`src/penalty_cache_backoff_top_macros.svh`:
```
// Assertion macros for the penalty cache RTL.
// No dependencies; included by the files that carry concurrent checks.
`ifndef PENALTY_CACHE_BACKOFF_TOP_MACROS_SVH
`define PENALTY_CACHE_BACKOFF_TOP_MACROS_SVH
`ifndef SYNTHESIS
`define PCB_ASSERT(lbl, clk, rst_n, prop) \
    lbl: assert property (@(posedge clk) disable iff (!rst_n) (prop)) \
        else $error("%m: check failed");
`define PCB_ASSERT_NR(lbl, clk, prop) \
    lbl: assert property (@(posedge clk) (prop)) \
        else $error("%m: check failed");
`else
`define PCB_ASSERT(lbl, clk, rst_n, prop)
`define PCB_ASSERT_NR(lbl, clk, prop)
`endif
`endif

```
`src/pcb_pkg.sv`:
```
// Shared types, widths and codes for the penalty cache with backoff.
// No dependencies; used by the interfaces and all modules.
package pcb_pkg;

    localparam int SLOT_COUNT_DEF = 64;
    localparam int KEY_BITS_DEF   = 32;

    localparam int PC_KEY_W   = 32;
    localparam int FUNC_W     = 2;
    localparam int REASON_W   = 8;
    localparam int RAND_W     = 8;
    localparam int VALUE_W    = 16;
    localparam int SLOT_OUT_W = 6;
    localparam int BUMP_W     = VALUE_W + 2;
    localparam int CFG_IDX_W  = 2;
    localparam int CFG_DATA_W = 16;

    localparam logic [FUNC_W-1:0] FN_PENALIZE  = 2'd0;
    localparam logic [FUNC_W-1:0] FN_CLEAR     = 2'd1;
    localparam logic [FUNC_W-1:0] FN_CLEAR_ALL = 2'd2;

    localparam logic [CFG_IDX_W-1:0] CFG_FLOOR   = 2'd0;
    localparam logic [CFG_IDX_W-1:0] CFG_CEILING = 2'd1;
    localparam logic [CFG_IDX_W-1:0] CFG_MASK    = 2'd2;

    localparam logic [VALUE_W-1:0] FLOOR_RST   = 16'd36;
    localparam logic [VALUE_W-1:0] CEILING_RST = 16'd60000;
    localparam logic [RAND_W-1:0]  MASK_RST    = 8'd15;

    typedef enum logic [1:0] {
        S_IDLE,
        S_SCAN,
        S_RESULT
    } t_state;

    typedef struct packed {
        logic load;
        logic scan;
        logic emit;
    } t_cmd;

    typedef struct packed {
        logic need_scan;
        logic scan_done;
    } t_stat;

    typedef struct packed {
        logic                  blacklisted;
        logic                  hit;
        logic [SLOT_OUT_W-1:0] slot_used;
        logic                  load_hotcount;
        logic [VALUE_W-1:0]    new_value;
    } t_result;

endpackage

```
`src/pcb_in_if.sv`:
```
// Request channel: valid/ready handshake carrying one input word.
// Depends on pcb_pkg for field widths.
interface pcb_in_if;
    import pcb_pkg::*;

    logic                valid;
    logic                ready;
    logic [FUNC_W-1:0]   func;
    logic [PC_KEY_W-1:0] pc_key;
    logic [REASON_W-1:0] reason;
    logic [RAND_W-1:0]   random_bits;

    modport source (output valid, func, pc_key, reason, random_bits, input ready);
    modport sink   (input valid, func, pc_key, reason, random_bits, output ready);
endinterface

```
`src/pcb_out_if.sv`:
```
// Response channel: valid/ready handshake carrying one result word.
// Depends on pcb_pkg for field widths.
interface pcb_out_if;
    import pcb_pkg::*;

    logic                  valid;
    logic                  ready;
    logic                  blacklisted;
    logic                  hit;
    logic [SLOT_OUT_W-1:0] slot_used;
    logic                  load_hotcount;
    logic [VALUE_W-1:0]    new_value;

    modport source (output valid, blacklisted, hit, slot_used, load_hotcount, new_value,
                    input ready);
    modport sink   (input valid, blacklisted, hit, slot_used, load_hotcount, new_value,
                    output ready);
endinterface

```
`src/pcb_ctrl.sv`:
```
// Controller: sequences accept, slot scan and result hand-off.
// Depends on pcb_pkg; drives datapath commands, reads datapath status.
module pcb_ctrl (
    input  logic           i_clk,
    input  logic           i_rst_n,
    input  logic           i_in_valid,
    output logic           o_in_ready,
    input  logic           i_out_ready,
    output logic           o_out_valid,
    input  pcb_pkg::t_stat i_stat,
    output pcb_pkg::t_cmd  o_cmd
);
    import pcb_pkg::*;

    t_state r_state, n_state;
    logic   r_out_valid, n_out_valid;
    logic   w_out_free;

    assign w_out_free = !r_out_valid || i_out_ready;

    always_comb begin
        n_state = r_state;
        case (r_state)
            S_IDLE: begin
                if (i_in_valid) begin
                    n_state = i_stat.need_scan ? S_SCAN : S_RESULT;
                end
            end
            S_SCAN: begin
                if (i_stat.scan_done) begin
                    n_state = S_RESULT;
                end
            end
            S_RESULT: begin
                if (w_out_free) begin
                    n_state = S_IDLE;
                end
            end
            default: n_state = S_IDLE;
        endcase
    end

    always_comb begin
        o_in_ready = 1'b0;
        o_cmd      = '0;
        case (r_state)
            S_IDLE: begin
                o_in_ready = 1'b1;
                o_cmd.load = i_in_valid;
            end
            S_SCAN: begin
                o_cmd.scan = 1'b1;
            end
            S_RESULT: begin
                o_cmd.emit = w_out_free;
            end
            default: begin
                o_cmd = '0;
            end
        endcase
    end

    always_comb begin
        n_out_valid = r_out_valid;
        if (o_cmd.emit) begin
            n_out_valid = 1'b1;
        end else if (i_out_ready) begin
            n_out_valid = 1'b0;
        end
    end

    always_ff @(posedge i_clk) begin
        if (!i_rst_n) begin
            r_state     <= S_IDLE;
            r_out_valid <= 1'b0;
        end else begin
            r_state     <= n_state;
            r_out_valid <= n_out_valid;
        end
    end

    assign o_out_valid = r_out_valid;

endmodule

```
`src/pcb_dpath.sv`:
```
// Datapath: slot memories, valid bits, scan pointer, backoff arithmetic,
// configuration registers and result registers. Depends on pcb_pkg.
`include "penalty_cache_backoff_top_macros.svh"
module pcb_dpath #(
    parameter int SLOT_COUNT = pcb_pkg::SLOT_COUNT_DEF,
    parameter int KEY_BITS   = pcb_pkg::KEY_BITS_DEF
) (
    input  logic                           i_clk,
    input  logic                           i_rst_n,
    input  pcb_pkg::t_cmd                  i_cmd,
    output pcb_pkg::t_stat                 o_stat,
    input  logic [pcb_pkg::FUNC_W-1:0]     i_func,
    input  logic [pcb_pkg::PC_KEY_W-1:0]   i_pc_key,
    input  logic [pcb_pkg::REASON_W-1:0]   i_reason,
    input  logic [pcb_pkg::RAND_W-1:0]     i_random_bits,
    input  logic                           i_cfg_we,
    input  logic [pcb_pkg::CFG_IDX_W-1:0]  i_cfg_idx,
    input  logic [pcb_pkg::CFG_DATA_W-1:0] i_cfg_wdata,
    output pcb_pkg::t_result               o_result
);
    import pcb_pkg::*;

    localparam int AW = (SLOT_COUNT > 1) ? $clog2(SLOT_COUNT) : 1;
    localparam int CW = $clog2(SLOT_COUNT + 1);

    logic [FUNC_W-1:0]   r_func;
    logic [KEY_BITS-1:0] r_key;
    logic [REASON_W-1:0] r_reason;
    logic [RAND_W-1:0]   r_rnd;

    logic [VALUE_W-1:0] r_floor;
    logic [VALUE_W-1:0] r_ceil;
    logic [RAND_W-1:0]  r_mask;

    logic [KEY_BITS-1:0] mem_key [SLOT_COUNT];
    logic [VALUE_W-1:0]  mem_val [SLOT_COUNT];
    logic [REASON_W-1:0] mem_rsn [SLOT_COUNT];
    logic [SLOT_COUNT-1:0] r_vld;

    logic [CW-1:0]       r_iss;
    logic                r_rd_vld;
    logic [AW-1:0]       r_rd_addr;
    logic [KEY_BITS-1:0] r_rd_key;
    logic [VALUE_W-1:0]  r_rd_val;
    logic                r_rd_ent_vld;

    logic [AW-1:0] r_next;
    logic          r_found;
    logic [AW-1:0] r_first;
    t_result       r_res;
    t_result       r_out;

    logic                w_rd_en;
    logic [AW-1:0]       w_rd_idx;
    logic [KEY_BITS-1:0] w_key_eff;
    logic [VALUE_W-1:0]  w_val_eff;
    logic                w_eval;
    logic                w_match;
    logic                w_last;
    logic                w_pen;
    logic [BUMP_W-1:0]   w_bump;
    logic                w_over;
    logic                w_done;
    logic                w_miss;
    logic                w_wr_en;
    logic                w_rsn_en;
    logic [AW-1:0]       w_wr_addr;
    logic [VALUE_W-1:0]  w_wr_val;
    t_result             w_res;

    assign o_stat.need_scan = (i_func == FN_PENALIZE) || (i_func == FN_CLEAR);
    assign o_stat.scan_done = w_done;

    assign w_rd_en   = i_cmd.scan && (r_iss < CW'(SLOT_COUNT));
    assign w_rd_idx  = r_iss[AW-1:0];
    assign w_key_eff = r_rd_ent_vld ? r_rd_key : '0;
    assign w_val_eff = r_rd_ent_vld ? r_rd_val : '0;
    assign w_eval    = i_cmd.scan && r_rd_vld;
    assign w_match   = w_eval && (w_key_eff == r_key);
    assign w_last    = w_eval && (r_rd_addr == AW'(SLOT_COUNT - 1));
    assign w_pen     = (r_func == FN_PENALIZE);
    assign w_bump    = (BUMP_W'(w_val_eff) << 1) + BUMP_W'(r_rnd & r_mask);
    assign w_over    = w_bump > BUMP_W'(r_ceil);
    assign w_miss    = w_pen && w_last && !w_match;
    assign w_done    = w_pen ? (w_match || w_last) : w_last;

    always_comb begin
        w_wr_en   = 1'b0;
        w_rsn_en  = 1'b0;
        w_wr_addr = r_rd_addr;
        w_wr_val  = r_floor;
        if (w_pen) begin
            if (w_match) begin
                w_wr_en  = !w_over;
                w_rsn_en = !w_over;
                w_wr_val = w_bump[VALUE_W-1:0];
            end else if (w_last) begin
                w_wr_en   = 1'b1;
                w_rsn_en  = 1'b1;
                w_wr_addr = r_next;
            end
        end else if (w_match) begin
            w_wr_en = 1'b1;
        end
    end

    always_comb begin
        w_res = '0;
        if (w_pen) begin
            if (w_match) begin
                w_res.blacklisted   = w_over;
                w_res.hit           = 1'b1;
                w_res.slot_used     = SLOT_OUT_W'(r_rd_addr);
                w_res.load_hotcount = !w_over;
                w_res.new_value     = w_over ? '0 : w_bump[VALUE_W-1:0];
            end else begin
                w_res.slot_used     = SLOT_OUT_W'(r_next);
                w_res.load_hotcount = 1'b1;
                w_res.new_value     = r_floor;
            end
        end else begin
            w_res.hit = r_found || w_match;
            if (r_found) begin
                w_res.slot_used = SLOT_OUT_W'(r_first);
            end else if (w_match) begin
                w_res.slot_used = SLOT_OUT_W'(r_rd_addr);
            end
        end
    end

    // configuration registers
    always_ff @(posedge i_clk) begin
        if (!i_rst_n) begin
            r_floor <= FLOOR_RST;
            r_ceil  <= CEILING_RST;
            r_mask  <= MASK_RST;
        end else if (i_cfg_we) begin
            case (i_cfg_idx)
                CFG_FLOOR:   r_floor <= i_cfg_wdata;
                CFG_CEILING: r_ceil  <= i_cfg_wdata;
                CFG_MASK:    r_mask  <= i_cfg_wdata[RAND_W-1:0];
                default:     ;
            endcase
        end
    end

    // capture the accepted word
    always_ff @(posedge i_clk) begin
        if (i_cmd.load) begin
            r_func   <= i_func;
            r_key    <= KEY_BITS'(i_pc_key);
            r_reason <= i_reason;
            r_rnd    <= i_random_bits;
        end
    end

    // slot memories: one write and one registered read per cycle
    always_ff @(posedge i_clk) begin
        if (w_wr_en) begin
            mem_key[w_wr_addr] <= r_key;
            mem_val[w_wr_addr] <= w_wr_val;
        end
        if (w_rsn_en) begin
            mem_rsn[w_wr_addr] <= r_reason;
        end
    end

    always_ff @(posedge i_clk) begin
        if (w_rd_en) begin
            r_rd_key     <= mem_key[w_rd_idx];
            r_rd_val     <= mem_val[w_rd_idx];
            r_rd_ent_vld <= r_vld[w_rd_idx];
            r_rd_addr    <= w_rd_idx;
        end
    end

    // scan control, valid bits and round-robin pointer
    always_ff @(posedge i_clk) begin
        if (!i_rst_n) begin
            r_vld    <= '0;
            r_next   <= '0;
            r_iss    <= '0;
            r_rd_vld <= 1'b0;
            r_found  <= 1'b0;
        end else begin
            if (i_cmd.load) begin
                r_iss    <= '0;
                r_rd_vld <= 1'b0;
                r_found  <= 1'b0;
                if (i_func == FN_CLEAR_ALL) begin
                    r_vld  <= '0;
                    r_next <= '0;
                end
            end else begin
                r_rd_vld <= w_rd_en;
                if (w_rd_en) begin
                    r_iss <= r_iss + CW'(1);
                end
                if (w_match && !r_found) begin
                    r_found <= 1'b1;
                end
                if (w_wr_en) begin
                    r_vld[w_wr_addr] <= 1'b1;
                end
                if (w_miss) begin
                    r_next <= (r_next == AW'(SLOT_COUNT - 1)) ? '0 : r_next + AW'(1);
                end
            end
        end
    end

    always_ff @(posedge i_clk) begin
        if (w_match && !r_found) begin
            r_first <= r_rd_addr;
        end
    end

    // result staging and output word
    always_ff @(posedge i_clk) begin
        if (i_cmd.load) begin
            r_res <= '0;
        end else if (w_done) begin
            r_res <= w_res;
        end
        if (i_cmd.emit) begin
            r_out <= r_res;
        end
    end

    assign o_result = r_out;

    `PCB_ASSERT(a_write_in_scan, i_clk, i_rst_n, w_wr_en |-> i_cmd.scan)
    `PCB_ASSERT(a_blacklist_keeps, i_clk, i_rst_n, (w_pen && w_match && w_over) |-> !w_wr_en)
    `PCB_ASSERT(a_next_in_range, i_clk, i_rst_n, r_next <= AW'(SLOT_COUNT - 1))
    `PCB_ASSERT_NR(a_reset_empties, i_clk, !i_rst_n |=> (r_vld == '0 && r_next == '0))

endmodule

```
`src/penalty_cache_backoff_top.sv`:
```
// Penalty cache with randomized exponential backoff, top level.
// Depends on pcb_pkg, pcb_in_if, pcb_out_if, pcb_ctrl and pcb_dpath.
//
// One word at a time is processed. After a request word is accepted the
// block scans the slots in order, one slot per cycle through the single
// read port of the key/value memory. A penalize that hits stops the scan
// at the matching slot; a penalize miss and a clear walk every slot;
// clear-all and the unused function code skip the scan. A result that
// finds the previous one still waiting in the output register holds
// until that one is taken. The result sits in an output register, so the
// next request is accepted while the previous result waits. Slot
// emptiness is kept in per-slot valid bits, so neither reset nor clear-all
// needs a clearing pass. Configuration writes take effect at once and are
// to be issued only while the block is idle.
module penalty_cache_backoff_top #(
    parameter int SLOT_COUNT = pcb_pkg::SLOT_COUNT_DEF,
    parameter int KEY_BITS   = pcb_pkg::KEY_BITS_DEF
) (
    input  logic                           i_clk,
    input  logic                           i_rst_n,
    pcb_in_if.sink                         i_req,
    pcb_out_if.source                      o_rsp,
    input  logic                           i_cfg_we,
    input  logic [pcb_pkg::CFG_IDX_W-1:0]  i_cfg_idx,
    input  logic [pcb_pkg::CFG_DATA_W-1:0] i_cfg_wdata
);
    import pcb_pkg::*;

    t_cmd    w_cmd;
    t_stat   w_stat;
    t_result w_result;
    logic    w_in_ready;
    logic    w_out_valid;

    pcb_ctrl u_ctrl (
        .i_clk       (i_clk),
        .i_rst_n     (i_rst_n),
        .i_in_valid  (i_req.valid),
        .o_in_ready  (w_in_ready),
        .i_out_ready (o_rsp.ready),
        .o_out_valid (w_out_valid),
        .i_stat      (w_stat),
        .o_cmd       (w_cmd)
    );

    pcb_dpath #(
        .SLOT_COUNT (SLOT_COUNT),
        .KEY_BITS   (KEY_BITS)
    ) u_dpath (
        .i_clk         (i_clk),
        .i_rst_n       (i_rst_n),
        .i_cmd         (w_cmd),
        .o_stat        (w_stat),
        .i_func        (i_req.func),
        .i_pc_key      (i_req.pc_key),
        .i_reason      (i_req.reason),
        .i_random_bits (i_req.random_bits),
        .i_cfg_we      (i_cfg_we),
        .i_cfg_idx     (i_cfg_idx),
        .i_cfg_wdata   (i_cfg_wdata),
        .o_result      (w_result)
    );

    assign i_req.ready         = w_in_ready;
    assign o_rsp.valid         = w_out_valid;
    assign o_rsp.blacklisted   = w_result.blacklisted;
    assign o_rsp.hit           = w_result.hit;
    assign o_rsp.slot_used     = w_result.slot_used;
    assign o_rsp.load_hotcount = w_result.load_hotcount;
    assign o_rsp.new_value     = w_result.new_value;

endmodule

```
`src/flat_wrapper.sv`:
```
// flat-port wrapper written by rule: the top's interface ports become plain ports
module penalty_cache_backoff_top_flat import pcb_pkg::*;
#(
    parameter int SLOT_COUNT = pcb_pkg::SLOT_COUNT_DEF,
    parameter int KEY_BITS   = pcb_pkg::KEY_BITS_DEF
)
  (i_clk, i_rst_n, i_cfg_we, i_cfg_idx, i_cfg_wdata, i_req_valid, i_req_func, i_req_pc_key, i_req_reason, i_req_random_bits, i_req_ready, o_rsp_valid, o_rsp_blacklisted, o_rsp_hit, o_rsp_slot_used, o_rsp_load_hotcount, o_rsp_new_value, o_rsp_ready);
  pcb_in_if i_req_i ();
  pcb_out_if o_rsp_i ();
  input  logic i_clk;
  input  logic i_rst_n;
  input  logic i_cfg_we;
  input  logic [pcb_pkg::CFG_IDX_W-1:0] i_cfg_idx;
  input  logic [pcb_pkg::CFG_DATA_W-1:0] i_cfg_wdata;
  input wire logic [$bits(i_req_i.valid)-1:0] i_req_valid;
  input wire logic [$bits(i_req_i.func)-1:0] i_req_func;
  input wire logic [$bits(i_req_i.pc_key)-1:0] i_req_pc_key;
  input wire logic [$bits(i_req_i.reason)-1:0] i_req_reason;
  input wire logic [$bits(i_req_i.random_bits)-1:0] i_req_random_bits;
  output wire logic [$bits(i_req_i.ready)-1:0] i_req_ready;
  output wire logic [$bits(o_rsp_i.valid)-1:0] o_rsp_valid;
  output wire logic [$bits(o_rsp_i.blacklisted)-1:0] o_rsp_blacklisted;
  output wire logic [$bits(o_rsp_i.hit)-1:0] o_rsp_hit;
  output wire logic [$bits(o_rsp_i.slot_used)-1:0] o_rsp_slot_used;
  output wire logic [$bits(o_rsp_i.load_hotcount)-1:0] o_rsp_load_hotcount;
  output wire logic [$bits(o_rsp_i.new_value)-1:0] o_rsp_new_value;
  input wire logic [$bits(o_rsp_i.ready)-1:0] o_rsp_ready;
  assign i_req_i.valid = i_req_valid;
  assign i_req_i.func = i_req_func;
  assign i_req_i.pc_key = i_req_pc_key;
  assign i_req_i.reason = i_req_reason;
  assign i_req_i.random_bits = i_req_random_bits;
  assign i_req_ready = i_req_i.ready;
  assign o_rsp_valid = o_rsp_i.valid;
  assign o_rsp_blacklisted = o_rsp_i.blacklisted;
  assign o_rsp_hit = o_rsp_i.hit;
  assign o_rsp_slot_used = o_rsp_i.slot_used;
  assign o_rsp_load_hotcount = o_rsp_i.load_hotcount;
  assign o_rsp_new_value = o_rsp_i.new_value;
  assign o_rsp_i.ready = o_rsp_ready;
  penalty_cache_backoff_top #(.SLOT_COUNT(SLOT_COUNT), .KEY_BITS(KEY_BITS)) u_core (.i_clk(i_clk), .i_rst_n(i_rst_n), .i_req(i_req_i), .o_rsp(o_rsp_i), .i_cfg_we(i_cfg_we), .i_cfg_idx(i_cfg_idx), .i_cfg_wdata(i_cfg_wdata));
endmodule
```
`config.mk`:
```
export PLATFORM = sky130hd
export DESIGN_NAME = penalty_cache_backoff_top_flat
export DESIGN_NICKNAME = d
export VERILOG_FILES = /design/src/pcb_pkg.sv /design/src/pcb_in_if.sv /design/src/pcb_out_if.sv /design/src/pcb_ctrl.sv /design/src/pcb_dpath.sv /design/src/penalty_cache_backoff_top.sv /design/src/flat_wrapper.sv
export VERILOG_INCLUDE_DIRS = /design/src /design/src/src
export SDC_FILE = /design/constraint.sdc
export NUM_CORES = 2
export LEC_CHECK = 0
export BUFFER_PORTS_ARGS = -buffer_cell sky130_fd_sc_hd__buf_2
export CORE_MARGIN = 3
export CORE_UTILIZATION = 30
export CTS_CLUSTER_DIAMETER = 30
export DETAILED_ROUTE_END_ITERATION = 10
export PLACE_DENSITY_LB_ADDON = 0.12
export SLEW_MARGIN = 10
export SYNTH_ARGS = -nofsm -noshare
export SYNTH_HDL_FRONTEND = slang
export SYNTH_SLANG_ARGS = --single-unit
```
`constraint.sdc`:
```
create_clock -name i_clk -period 8.4 [get_ports i_clk]
set_clock_uncertainty 0.2 [all_clocks]
set_input_delay 0.84 -clock i_clk [delete_from_list [all_inputs] [get_ports i_clk]]
set_output_delay 0.84 -clock i_clk [all_outputs]
set_load 0.005 [all_outputs]
```
# Word level (Yosys, flattened, before mapping)
# Memories as Yosys holds them, arrays and structs flattened. A register that Yosys moved wholly into a read port is not among the register bits.
# Cells that the tools add are included.
# totals
regBits	227
ram_bits	3072
inputBits	73
out_inout_bits	27
word_cells	126
mem_count	2
# memory_table
memory	depth	width	read_ports	rd_ports_with_merged_regs	wr	line_no	text
u_core.u_dpath.mem_key	64	32	1	1	1	pcb_dpath.sv:35	logic [KEY_BITS-1:0] mem_key [SLOT_COUNT];
u_core.u_dpath.mem_val	64	16	1	1	1	pcb_dpath.sv:36	logic [VALUE_W-1:0] mem_val [SLOT_COUNT];
# op_classes
addsub	3
n_lt_le_gt_ge	5
eq_ne	13
n_mux	44
n_bitwise	3
reduce_logical	30
# op_table
cell	n
two-way mux 64 bit	3
two-way mux 16 bit	4
bitwise OR 64 bit	1
two-way mux 6 bit	9
== test 32 bit	1
two-way mux 32 bit	1
two-way mux 23 bit	1
adder 17 x 8 -> 18 bit	1
> comparator 18 x 16 -> 1 bit	1
two-way mux 17 bit	1
two-way mux 1 bit	16
less-than comparator 6 x 7 -> 1 bit, second input constant	2
== test 6 bit, second input constant	2
two-way mux 2 bit	5
AND reduction 2 bit	5
AND 8 bit	1
logical AND 1 bit	8
logical NOT 2 bit	4
!= test 2 bit, second input constant	4
adder 7 x 1 -> 7 bit, second input constant	1
less-than comparator 7 bit, second input constant	1
two-way mux 7 bit	1
adder 6 x 1 -> 6 bit, second input constant	1
binary-select mux 1 bit (select 6 bit)	1
11 further kinds	23

# Longest topological paths before layout
# logic_depth
ltp_word	14
depth_mapped	21
mapped_depth_nobuf	17

# Hierarchy
# A second synthesis with hierarchy kept.
# hier_totals
hier_cells	5559
hier_area_um2	128523.3
# modules_own_cells
module	n_inst	cells_per_inst	area_each_um2	seq_area_each_um2
pcb_dpath	1	5540	128350.6	98974.9
pcb_ctrl	1	19	172.7	60.1

# Worst setup path before layout
# OpenSTA, ideal clock, no wires.
# synth_timing
path_kind	register to register
start	reg u_core.u_dpath.r_rd_ent_vld
end	mem u_core.u_dpath.mem_key[55][0] in the netlist's numbering (enable)
setup_time_ns	0.455
arrival_time_ns	6.706
required_time_ns	7.745
path_slack_ns	1.039
stages_incl_launch_ff	21
synth_period_minus_slack_ns	7.361
path_cell_list	edfxtp_1 -> buf_4 -> clkbuf_1 -> clkbuf_1 -> and2_1 -> ha_1 -> fa_1 -> a211o_1 -> a2111oi_2 -> nor4b_1 -> xnor2_1 -> nor2_1 -> ha_1 -> nand4_1 -> nor4_1 -> a211o_1 -> o31ai_1 -> and2_1 -> buf_1 -> o41a_1 -> nor2_1
# synth_between
elab_chain_cells	8
elab_cells_between_ends	14
# synth_lines
item	line_no	text
start, declared	pcb_dpath.sv:45	logic r_rd_ent_vld;
start signal, assigned	pcb_dpath.sv:172	r_rd_ent_vld <= r_vld[w_rd_idx];
two-way mux 16 bit	pcb_dpath.sv:77	assign w_val_eff = r_rd_ent_vld ? r_rd_val : '0;
adder 17 x 8 -> 18 bit	pcb_dpath.sv:82	assign w_bump = (BUMP_W'(w_val_eff) << 1) + BUMP_W'(r_rnd & r_mask);
> comparator 18 x 16 -> 1 bit	pcb_dpath.sv:83	assign w_over = w_bump > BUMP_W'(r_ceil);
logical NOT 1 bit	pcb_dpath.sv:94	w_wr_en = !w_over;
two-way mux 1 bit	pcb_dpath.sv:93	if (w_match) begin
two-way mux 1 bit	pcb_dpath.sv:92	if (w_pen) begin
two-way mux 1 bit	pcb_dpath.sv:159	if (w_wr_en) begin
two-way mux 1 bit (not written as such)	pcb_dpath.sv:160	mem_key[w_wr_addr] <= r_key;
end, declared	pcb_dpath.sv:35	
# Parallel ways exist; a longest one is shown, timed or not.

# Worst setup path after layout
# layout_timing
start	reg u_core.u_dpath.r_rd_ent_vld
end	mem u_core.u_dpath.mem_key[39][9] in the netlist's numbering (enable)
# The elaborated chain is that of the path after synthesis.

==> impl_summary.md <==
Critical path
The largest individual stage delay along the critical path comes from the cell sky130_fd_sc_hd__buf_4. The worst setup path is launched from a register. The endpoint class of the critical path is a register. The critical path class is reg2reg. Traced cell by cell, the critical path runs through and2_1 > ha_1 > fa_1 > a211o_1 > a2111oi_2 > nor4b_1 > xnor2_1 > nor2_1 > ha_1 > nand4_1 > nor4_1 > a211o_1 > o31ai_1 > and2_1 > o41a_1 > nor2_4 > buf_4. In this run the worst path has a maximum fanout of 33.

The maximum single-stage delay on the critical path is 0.84 ns. STA puts the critical path data required time at 8.82 ns. The worst-case register-to-register setup slack is 0.95 ns. At the worst endpoint, the arrival time is 7.87 ns.

STA
The maximum clock frequency is 134.3 MHz. Setup violations remaining at the end of the flow were counted as 0. The total count of max-transition violations in the final report is 0. The actual transition at the worst max-transition pin is 1.224 ns. Setup repair after global routing left no endpoint under its margin. The worst path meets setup with 0.9527 ns of slack. Adding up every negative setup slack in the final design gives 0 ns.

The part of the cycle the worst path needs is 88.66%. Counting I/O delays and the setup requirement, the final critical path takes 7.447 ns. The final-report hold violation count is 0. In this run the tightest slew margin relative to its limit is 18.39%.

Placed design
The area of placed instances is 137900 um^2. The weighted congestion at the end of routability-driven global placement is 0.7628. The pre-CTS setup slack is 0.8153 ns.

The placed wire-length estimate is 217.8 mm. Port buffering added 91 buffers.

Clock network
Buffers added to address setup during post-CTS repair amount to 0. TritonCTS built the clock tree. The later pin in the worst-skew pair is clocked with a latency of 1.04 ns. The CTS root buffer is sky130_fd_sc_hd__clkbuf_16. Clock-pin slew was measured on the worst setup and hold paths at 0.05 ns. The longest clock path from root to sink contains 4 buffers. Once the clock tree was built, the resizer swapped 0 gates to a different size.

Counting the buffers created by CTS gives 731. The clock tree synthesis step divided the H-tree into 6 levels. The number of hold-repair buffers added at the cts stage is 60.

For this design, the sink count on the clock tree is 3347.

Finish
The post-route cell area is 163700 um^2. For this run, the share of the core covered by cells in the final layout is 38.49%. The final net count is 6419. Of the cells placed in the final design, the portion with a size suffix greater than 1 is 37.94%.

From synthesis to final layout, the design area changed by 27.29%. Leaving out fill and tap cells, the most frequent cells in the layout are sky130_fd_sc_hd__edfxtp_1, sky130_fd_sc_hd__mux4_2, sky130_fd_sc_hd__clkbuf_16. The layout filler cell count is 38087. The most common cell after layout, fill and taps aside is sky130_fd_sc_hd__edfxtp_1.

Synthesis
In this run the cell area of the synthesized design comes to 128600 um^2. Among all flip-flop cells after synthesis, the most frequent one is sky130_fd_sc_hd__edfxtp_1. The number of warnings printed during yosys synthesis is 0. The complex-gate fraction of the synthesized area is 1.683%. By area, the combinational part of the netlist is dominated by multiplexers. Counting flops and latches in the post-synthesis netlist gives 3347. The xor-xnor portion of the synthesized cell area is 0.1703%. The area fraction in and, or, nand and nor cells after synthesis is 1.646%. The share of synthesized area spent on multiplexers is 18.26%.

The share of flip-flops with an asynchronous set or reset after synthesis is 0%. The gate count after technology mapping is 5483. The register area share after synthesis is 77.03%. The count of flip-flops with a built-in enable after synthesis is 3200.

The net count after synthesis is 5582. Counting distinct cell types in the post-synthesis netlist gives 76. The synthesized area per cell is 23.45 um^2. The adder and majority gate portion of the synthesized area is 0.2589%.

Power
The worst-case vdd ir drop is 193.9 uV. After layout, the design draws a total of 48180 uW. For this design the static power due to leakage is 0.05118 uW.

In this run the power density over the cells is 294.4 nW/um^2.

Floorplan
The die boundary height is 660.6 um. The initialized floorplan defines 239 standard-cell rows. The area of the core is 425200 um^2. The total die area is 436500 um^2. Once the floorplan was initialized, standard cells occupied 30.23% of the core. The die boundary width is 660.6 um. The boundary pin count is 100.

Detailed routing
The detailed router placed 62984 vias in this run. The number of detailed-route iterations in the first pass is 8. After detailed routing, the number of vias per cell comes to 4.990. The first routing iteration left 5867 violations. The post-route antenna net violation count is 0. Dividing the detail-routed wire length by the instance count gives 30.81 um.

After detailed routing, the number of remaining DRC violations is 0. Wires add up to 388.9 mm.

Global routing
The number of antenna violations at the first check in global routing is 38. The global-route usage over all layers is 17.67%. Entering global routing, the biggest net connects 117 pins.

For this run the aggregate overflow at the end of global routing stands at 0. The first global-routing pass estimated 540.6 mm of wire. The via count of the first global-routing pass is 66789.

Worst hold path
The min-delay analysis places its worst path in the category in2reg.

Status
The run finished with clean final reports.

Job
Across the run, the number of max-cap violations was 0.
[critical path: cells and delay by family (launching register included)]
family / cells / cell delay, ns
AO/OA/AOI/OAI: 5 / 2.03
XOR/XNOR: 1 / 0.20
adder cells (fa/ha/maj): 3 / 1.09
buffers and inverters: 1 / 0.84
flip-flops: 1 / 0.45
AND/OR/NAND/NOR: 7 / 2.08
[cell usage after synthesis, types with 18 or more instances]
| cell | count | share of area, % |
|---|---|---|
| sky130_fd_sc_hd__nand3_1 | 39 | 0.15 |
| sky130_fd_sc_hd__buf_1 | 74 | 0.22 |
| sky130_fd_sc_hd__nor2b_1 | 18 | 0.088 |
| sky130_fd_sc_hd__a21o_1 | 22 | 0.13 |
| sky130_fd_sc_hd__o21ai_0 | 29 | 0.11 |
| sky130_fd_sc_hd__nand2_1 | 135 | 0.39 |
| sky130_fd_sc_hd__a22o_1 | 43 | 0.29 |
| sky130_fd_sc_hd__ha_1 | 25 | 0.24 |
| sky130_fd_sc_hd__clkbuf_1 | 205 | 0.60 |
| sky130_fd_sc_hd__inv_1 | 31 | 0.091 |
| sky130_fd_sc_hd__nor2_1 | 108 | 0.32 |
| sky130_fd_sc_hd__a21oi_1 | 45 | 0.18 |
| sky130_fd_sc_hd__edfxtp_1 | 3200 | 75 |
| sky130_fd_sc_hd__dfxtp_1 | 147 | 2.3 |
| sky130_fd_sc_hd__and2_1 | 19 | 0.092 |
| sky130_fd_sc_hd__mux4_2 | 1029 | 18 |
| sky130_fd_sc_hd__a21boi_0 | 27 | 0.16 |
| sky130_fd_sc_hd__o21a_1 | 19 | 0.11 |
[registers in the layout (all words and copies together) (netlist names), 2 cells and up]
register,cells
u_core.u_ctrl.r_state,2
u_core.u_dpath.mem_key,2048
u_core.u_dpath.mem_val,1024
u_core.u_dpath.o_result,25
u_core.u_dpath.r_ceil,16
u_core.u_dpath.r_first,6
u_core.u_dpath.r_floor,16
u_core.u_dpath.r_func,2
u_core.u_dpath.r_iss,7
u_core.u_dpath.r_key,32
u_core.u_dpath.r_mask,8
u_core.u_dpath.r_next,6
u_core.u_dpath.r_rd_addr,6
u_core.u_dpath.r_rd_key,32
u_core.u_dpath.r_rd_val,16
u_core.u_dpath.r_res,25
u_core.u_dpath.r_rnd,8
u_core.u_dpath.r_vld,64
[layer usage]
metal	wire length [um]	global-route usage (%)	part of all wire [%]	vias up
met3	21710	3.307	5.6	511
met1	172300	24.68	44	34883
met5	0	0	0	-
met2	186600	28.59	48	1897
met4	8258	4.216	2.1	0
li1	-	-	-	25693
[cells by family (layout without fill, tap and decap cells)]
family / count (synthesis) / count (layout)
buffers and inverters: 320 / 1780
XOR/XNOR: 25 / 25
other: 0 / 17
adder cells (fa/ha/maj): 26 / 26
flip-flops: 3347 / 3347
AND/OR/NAND/NOR: 428 / 428
multiplexers: 1057 / 1057
AO/OA/AOI/OAI: 280 / 280
[power breakdown]
| part | switching (uW) | internal, uW |
|---|---|---|
| Clock | 9350 | 19300 |
| Combinational | 680 | 381 |
| Sequential | 72.5 | 18400 |
[area by class of cell]
cell class              instances  area (um^2)  share of cell area, %
diodes                         17        42.54                0.02599
clock buffers                 844        19000                  11.61
clock inverters               512         6062                  3.704
inverters                      32        122.6                0.07493
multi-input cells            1816        28810                  17.60
flip-flops and latches       3347        99060                  60.53
well taps                    5663         7086                  4.330
repair buffers                392         3478                  2.125
[through the flow]
stage                     hold WS [ns]  instances
after CTS                      0.07137      12606
after floorplan                 0.2030       5483
after global routing            0.1494      12608
after global placement          0.2199      11190
after detailed placement        0.2216      11190
final                           0.1723      12623
[final timing paths]
kind / startpoint / to / cells past startpoint
worst max-delay path: u_core.u_dpath.r_rd_ent_vld / u_core.u_dpath.mem_key[39][9] / 17
worst min-delay path: i_cfg_idx[0] / u_core.u_dpath.r_floor[8] / 5
worst max register to register: u_core.u_dpath.r_rd_ent_vld / u_core.u_dpath.mem_key[39][9] / 17
worst min register to register: u_core.u_dpath.r_res[8] / u_core.u_dpath.o_result[8] / 0
(Power assumes the default switching activity.)
